--- src/hw/rtl/prefix_code_decoder_defines.svh ---
// ----------------------------------------------------------------------------
// prefix_code_decoder_defines
// assertion macros shared by the prefix code decoder rtl
// ----------------------------------------------------------------------------
`ifndef PREFIX_CODE_DECODER_DEFINES_SVH
`define PREFIX_CODE_DECODER_DEFINES_SVH

// same-cycle implication, clocked on clk and disabled in reset
`define PCD_ASSERT_IMP(lbl, pre, post, msg) \
    lbl: assert property (@(posedge clk) disable iff (!rst_n) (pre) |-> (post)) \
        else $error(msg);

// next-cycle implication, clocked on clk and disabled in reset
`define PCD_ASSERT_NXT(lbl, pre, post, msg) \
    lbl: assert property (@(posedge clk) disable iff (!rst_n) (pre) |=> (post)) \
        else $error(msg);

`endif

--- src/hw/rtl/pcd_pkg.sv ---
// ----------------------------------------------------------------------------
// pcd_pkg
// shared constants and types of the prefix code decoder
// ----------------------------------------------------------------------------
package pcd_pkg;

    // table geometry
    localparam int TABLE_DEPTH  = 256;
    localparam int IDX_W        = $clog2(TABLE_DEPTH);
    localparam int CNT_W        = IDX_W + 1;

    // codeword geometry
    localparam int MAX_CODE_LEN = 32;
    localparam int HELD_W       = $clog2(MAX_CODE_LEN + 1);
    localparam int BUF_IDX_W    = $clog2(MAX_CODE_LEN);

    // fixed field widths
    localparam int SYM_W        = 8;
    localparam int LEN_W        = 6;
    localparam int CODE_W       = 32;
    localparam int CFG_W        = 9;

    // item operation codes
    localparam logic OP_WRITE   = 1'b0;
    localparam logic OP_BIT     = 1'b1;

    // one stored table entry
    typedef struct packed {
        logic [SYM_W-1:0]  symbol;
        logic [LEN_W-1:0]  length;
        logic [CODE_W-1:0] code;
    } entry_t;

    // table write request
    typedef struct packed {
        logic             en;
        logic [IDX_W-1:0] idx;
        entry_t           entry;
    } wr_req_t;

    // table read request
    typedef struct packed {
        logic             en;
        logic [IDX_W-1:0] idx;
    } rd_req_t;

endpackage

--- src/hw/rtl/pcd_match.sv ---
// ----------------------------------------------------------------------------
// pcd_match
// shared compare unit: tests one table entry against the bit buffer
// ----------------------------------------------------------------------------
module pcd_match (
    input  pcd_pkg::entry_t                 entry,
    input  logic [pcd_pkg::CODE_W-1:0]      bit_buf,
    input  logic [pcd_pkg::HELD_W-1:0]      held,
    output logic                            hit
);

    logic [pcd_pkg::CODE_W-1:0] mask;
    logic                       len_ok;
    logic                       bits_ok;

    // low mask of the buffered bits
    always_comb
    begin
        for (int k = 0; k < pcd_pkg::CODE_W; k++)
        begin
            mask[k] = (pcd_pkg::HELD_W'(k) < held);
        end
    end

    // zero-length entries never match
    assign len_ok  = (entry.length != '0) &&
                     (pcd_pkg::HELD_W'(entry.length) == held);
    assign bits_ok = (((entry.code ^ bit_buf) & mask) == '0);
    assign hit     = len_ok && bits_ok;

endmodule

--- config.mk ---
export PLATFORM = sky130hd
export DESIGN_NAME = pcd_match
export DESIGN_NICKNAME = d
export VERILOG_FILES = /design/src/hw/rtl/prefix_code_decoder_defines.svh /design/src/hw/rtl/pcd_pkg.sv /design/src/hw/rtl/pcd_match.sv
export SDC_FILE = /design/constraint.sdc
export NUM_CORES = 1
export LEC_CHECK = 0
export BUFFER_PORTS_ARGS = -buffer_cell sky130_fd_sc_hd__buf_2
export CAP_MARGIN = 40
export CORE_AREA = 2 2 50 52
export DETAILED_ROUTE_END_ITERATION = 12
export DIE_AREA = 0 0 52 54
export PLACE_DENSITY = 0.86
export SLEW_MARGIN = 10
export SYNTH_ARGS = -nofsm -noshare
export SYNTH_HDL_FRONTEND = slang
export SYNTH_SLANG_ARGS = --single-unit
--- constraint.sdc ---
create_clock -name vclk -period 2.2
set_input_delay 0.11 -clock vclk [all_inputs]
set_output_delay 0.11 -clock vclk [all_outputs]
set_load 0.01 [all_outputs]
Word-level counts from Yosys, hierarchy flattened

Cells that the tools add are included.
W data, S select, Z words.

Register bits: 0
Logic and storage cells: 39

Magnitude comparators: 32
Equal/unequal tests: 1
Bitwise operators: 2
Reductions and logical operators: 4

Operators with widths:

| kind                 | count |
|---|---|
| $lt A5 B6 Y1 const A | 16 |
| $lt A4 B6 Y1 const A | 8 |
| $and A32 B32 Y32     | 1 |
| $logic_not A32 Y1    | 1 |
| $xor A32 B32 Y32     | 1 |
| $lt A3 B6 Y1 const A | 4 |
| $lt A1 B6 Y1 const A | 2 |
| $lt A2 B6 Y1 const A | 2 |
| $eq A6 B6 Y1         | 1 |
| $reduce_bool A6 Y1   | 1 |
| $logic_and A1 B1 Y1  | 2 |

Depth between registers and ports, before layout

Depth after elaboration: 4
Mapped depth: 7

Worst setup path before layout

No wires, ideal clock.

Path type: input to output
From: in held[3] (netlist name)
To: out hit
Arrival: 1.221 ns
Required time: 2.090 ns
Setup slack: 0.869 ns
Cell stages on the path: 6
Path buffers: 1
Path through: buf_6 -> nor2_2 -> o211ai_1 -> a2111oi_2 -> o22ai_1 -> nor4_2

Longest elaborated chain between the ends: 4
Elaborated cells on any way between the ends: 37
Classes of those cells: order compare (32); eq/ne (1); bitwise (1); reduce/logical (3)

Ends and longest elaborated chain:

| what                                       | RTL line        | text |
|---|---|---|
| start: declaration                         | pcd_match.sv:8  | `input logic [pcd_pkg::HELD_W-1:0] held,` |
| $lt A1 B6 Y1, or another cell as far along | pcd_match.sv:21 | `mask[k] = (pcd_pkg::HELD_W'(k) < held);` |
| $and A32 B32 Y32                           | pcd_match.sv:28 | `assign bits_ok = (((entry.code ^ bit_buf) & mask) == '0);` |
| $logic_not A32 Y1                          | pcd_match.sv:28 |  |
| $logic_and A1 B1 Y1 (*)                    | pcd_match.sv:29 | `assign hit = len_ok && bits_ok;` |
| end: declaration                           | pcd_match.sv:9  | `output logic hit` |

Mark *: on every way between the ends. The rest lies on a longest branch, timed or not.

Worst setup path after layout

From: in held[4] (netlist name)
To: out hit

The elaborated chain is that of the path after synthesis.

==> metrics.csv <==
stage;metric;value;unit
layout;diodes;0;
cts;cts.repair.resized;0;
place;place.gp.congestion;0.902;
setup_path;cpMaxStageDelayCell;a222oi_1;
logic_synthesis;yosysMostFrequentCell;xnor2_1;
setup_path;cp-end-kind;output port;
die;die_h;54;um
sta;tns;0;ps
setup_path;path_class;in -> out;
logic_synthesis;yosysWarnings;0;
drt;postRouteAntennaNets;0;
flow_run;maxCapViolCount;0;
worst_hold_path;worstHoldPathCells;6;
drt;dr.pass1.iters;4;
drt;vias;1133;
setup_path;path_max_fanout;11;
worst_hold_path;hold_start;entry[37];
logic_synthesis;synthTopCellsByCount;xnor2_1, a21oi_1, xor2_1, buf_6, nand2_1;
logic_synthesis;netlist_instances;121;
place;postPlaceCellArea;1240;um2
cts;post_cts.repair.setup_buffers;0;
setup_path;cp.required;2090;ps
layout;final_nets;276;
worst_hold_path;hold_path_end;hit;
logic_synthesis;synth.area.top_cells;xnor2_1, xor2_1, buf_6, a21oi_1, a2111oi_2;
layout;clock_buffers;0;
logic_synthesis;netlist_area;905;um2
power_and_ir_drop;p_leak;0.543;nW
sta;period_needed;1650;ps
sta;tightest_slew;345;ps
power_and_ir_drop;vdd_drop_max;0.000110;V
global_route;grt_start_max_net_pins;17;
worst_hold_path;holdCritPathClass;in -> out;
setup_path;crit_path_start_kind;input port;
sta;maxSlewHeadroom;77.0;%
global_route;grt_pass1_vias;927;
drt;routedWlPerCell;11.6;um
layout;multi_input_area;796;um2
layout;n_fill_cell;258;
sta;finalSetupViolations;0;
sta;slew_violations;0;
global_route;grt_pass1_wl;3.88;mm
die;die_w;52;um
logic_synthesis;synth.largest_area_cell;xnor2_1;
layout;regArea;0;um2
logic_synthesis;synth_cell_type_count;38;
place;io_buffer_count;77;
drt;viasPerCell;5.15;
status;status;finished, final reports clean;
die;io_pins;85;
power_and_ir_drop;power.density;202;nW/um2
die;start_util;39.0;%
drt;drtIter0Drc;21;
setup_path;worstPathCellList;buf_2 > nor2_4 > o21ai_1 > a222oi_1 > o21ai_1 > nor4_2 > buf_2;
layout;n_sequential_cell;0;
global_route;overflow;0;
cts;hold_buffers;0;
layout;post_route_cells_drive_above_1_share;46.3;%
logic_synthesis;ys_seq_area_share;0;%
sta;fmax;606;MHz
logic_synthesis;synthesis.nets;205;
die;core_region_area;2320;um2
layout;finalInstanceArea;1240;um2
place;hpwl;2.16;mm
sta;hold_viol_final;0;
die;dieArea;2810;um2
sta;rsz0062_at_grt;false;
layout;syn_to_final_growth;37.2;%
logic_synthesis;avgSynthCellArea;7.48;um2
sta;finalCritPeriodShare;75.0;%
global_route;antenna_found_initial;0;
global_route;track_usage;17.5;%
setup_path;critical_path_arrival;1540;ps
die;rows;18;
drt;routed_wirelength;2.56;mm
logic_synthesis;yosysTopAreaCellShare;26.1;%
setup_path;cpPeakStageDelay;360;ps
drt;drc;0;
## area by class of cell
| class | count | share of cell area [%] |
|---|---|---|
| inverters | 6 | 1.81 |
| multi-input cells | 107 | 64.1 |
| well taps | 30 | 3.02 |
| repair buffers | 77 | 31.0 |
## per-stage QoR
step	cells	hold slack [ps]	worst slack, ps	util [%]	total power [mW]
finish	220	735	551	53.5	0.250
global route	220	778	416	53.5	0.276
CTS	220	731	565	53.5	0.251
detailed placement	220	730	566	53.5	0.249
global placement	220	730	573	53.5	0.247
floorplan	121	476	869	-	0.160
## report_power, final
group          leakage (nW)  switching, mW  total (mW)  internal, mW
Sequential                0              0           0             0
Clock                     0              0           0             0
Combinational         0.543          0.125       0.250         0.126
Total                 0.543          0.125       0.250         0.126
## how the worst max path moves through the flow
stage / slack [ps] / startpoint / to / depth (start not counted)
2_1_floorplan: 870 / held[3] / hit / 6
3_3_place_gp: 570 / held[4] / hit / 7
3_5_place_dp: 570 / held[4] / hit / 7
4_1_cts: 560 / held[4] / hit / 7
5_1_grt: 420 / held[3] / hit / 7
6_report: 550 / held[4] / hit / 7
## routing by layer
layer  part of all wire, %  wire, um  global-route usage (%)
met5                     0         0                       0
met4                     0         0                       0
met3                    10       259                   0.833
met2                    51      1300                    34.4
met1                    39       998                    22.1
## critical path: cells and delay by family
family                 cells  cell delay [ps]
AOI/OAI and AO/OA          3              600
and+or+nand+nor            2              460
buffers and inverters      2              360
## cell families (layout without fill, tap and decap cells)
kind of cell / after synthesis / count (layout) / share of synthesized area [%]
and+or+nand+nor: 27 / 27 / 17.7
buffers and inverters: 14 / 83 / 12.0
xor gates and xnor gates: 37 / 37 / 35.8
adders and majority gates: 1 / 1 / 1.24
AOI/OAI and AO/OA: 42 / 42 / 33.2
## placed cells by master (no fill, tap or decap), drive strengths merged, types with 2 or more instances in the layout
cell / Yosys / routed
a2111oi: 2 / 2
a22oi: 2 / 2
a21oi: 11 / 11
nor2: 7 / 7
inv: 6 / 6
a32oi: 2 / 2
o21ai: 10 / 10
buf: 8 / 77
nand4: 4 / 4
nor3: 4 / 4
nor4: 2 / 2
nand2: 6 / 6
a211o: 2 / 2
nand3: 2 / 2
o221ai: 3 / 3
xnor2: 27 / 27
xor2: 10 / 10
No activity file was read; power rests on OpenSTA's default activity.
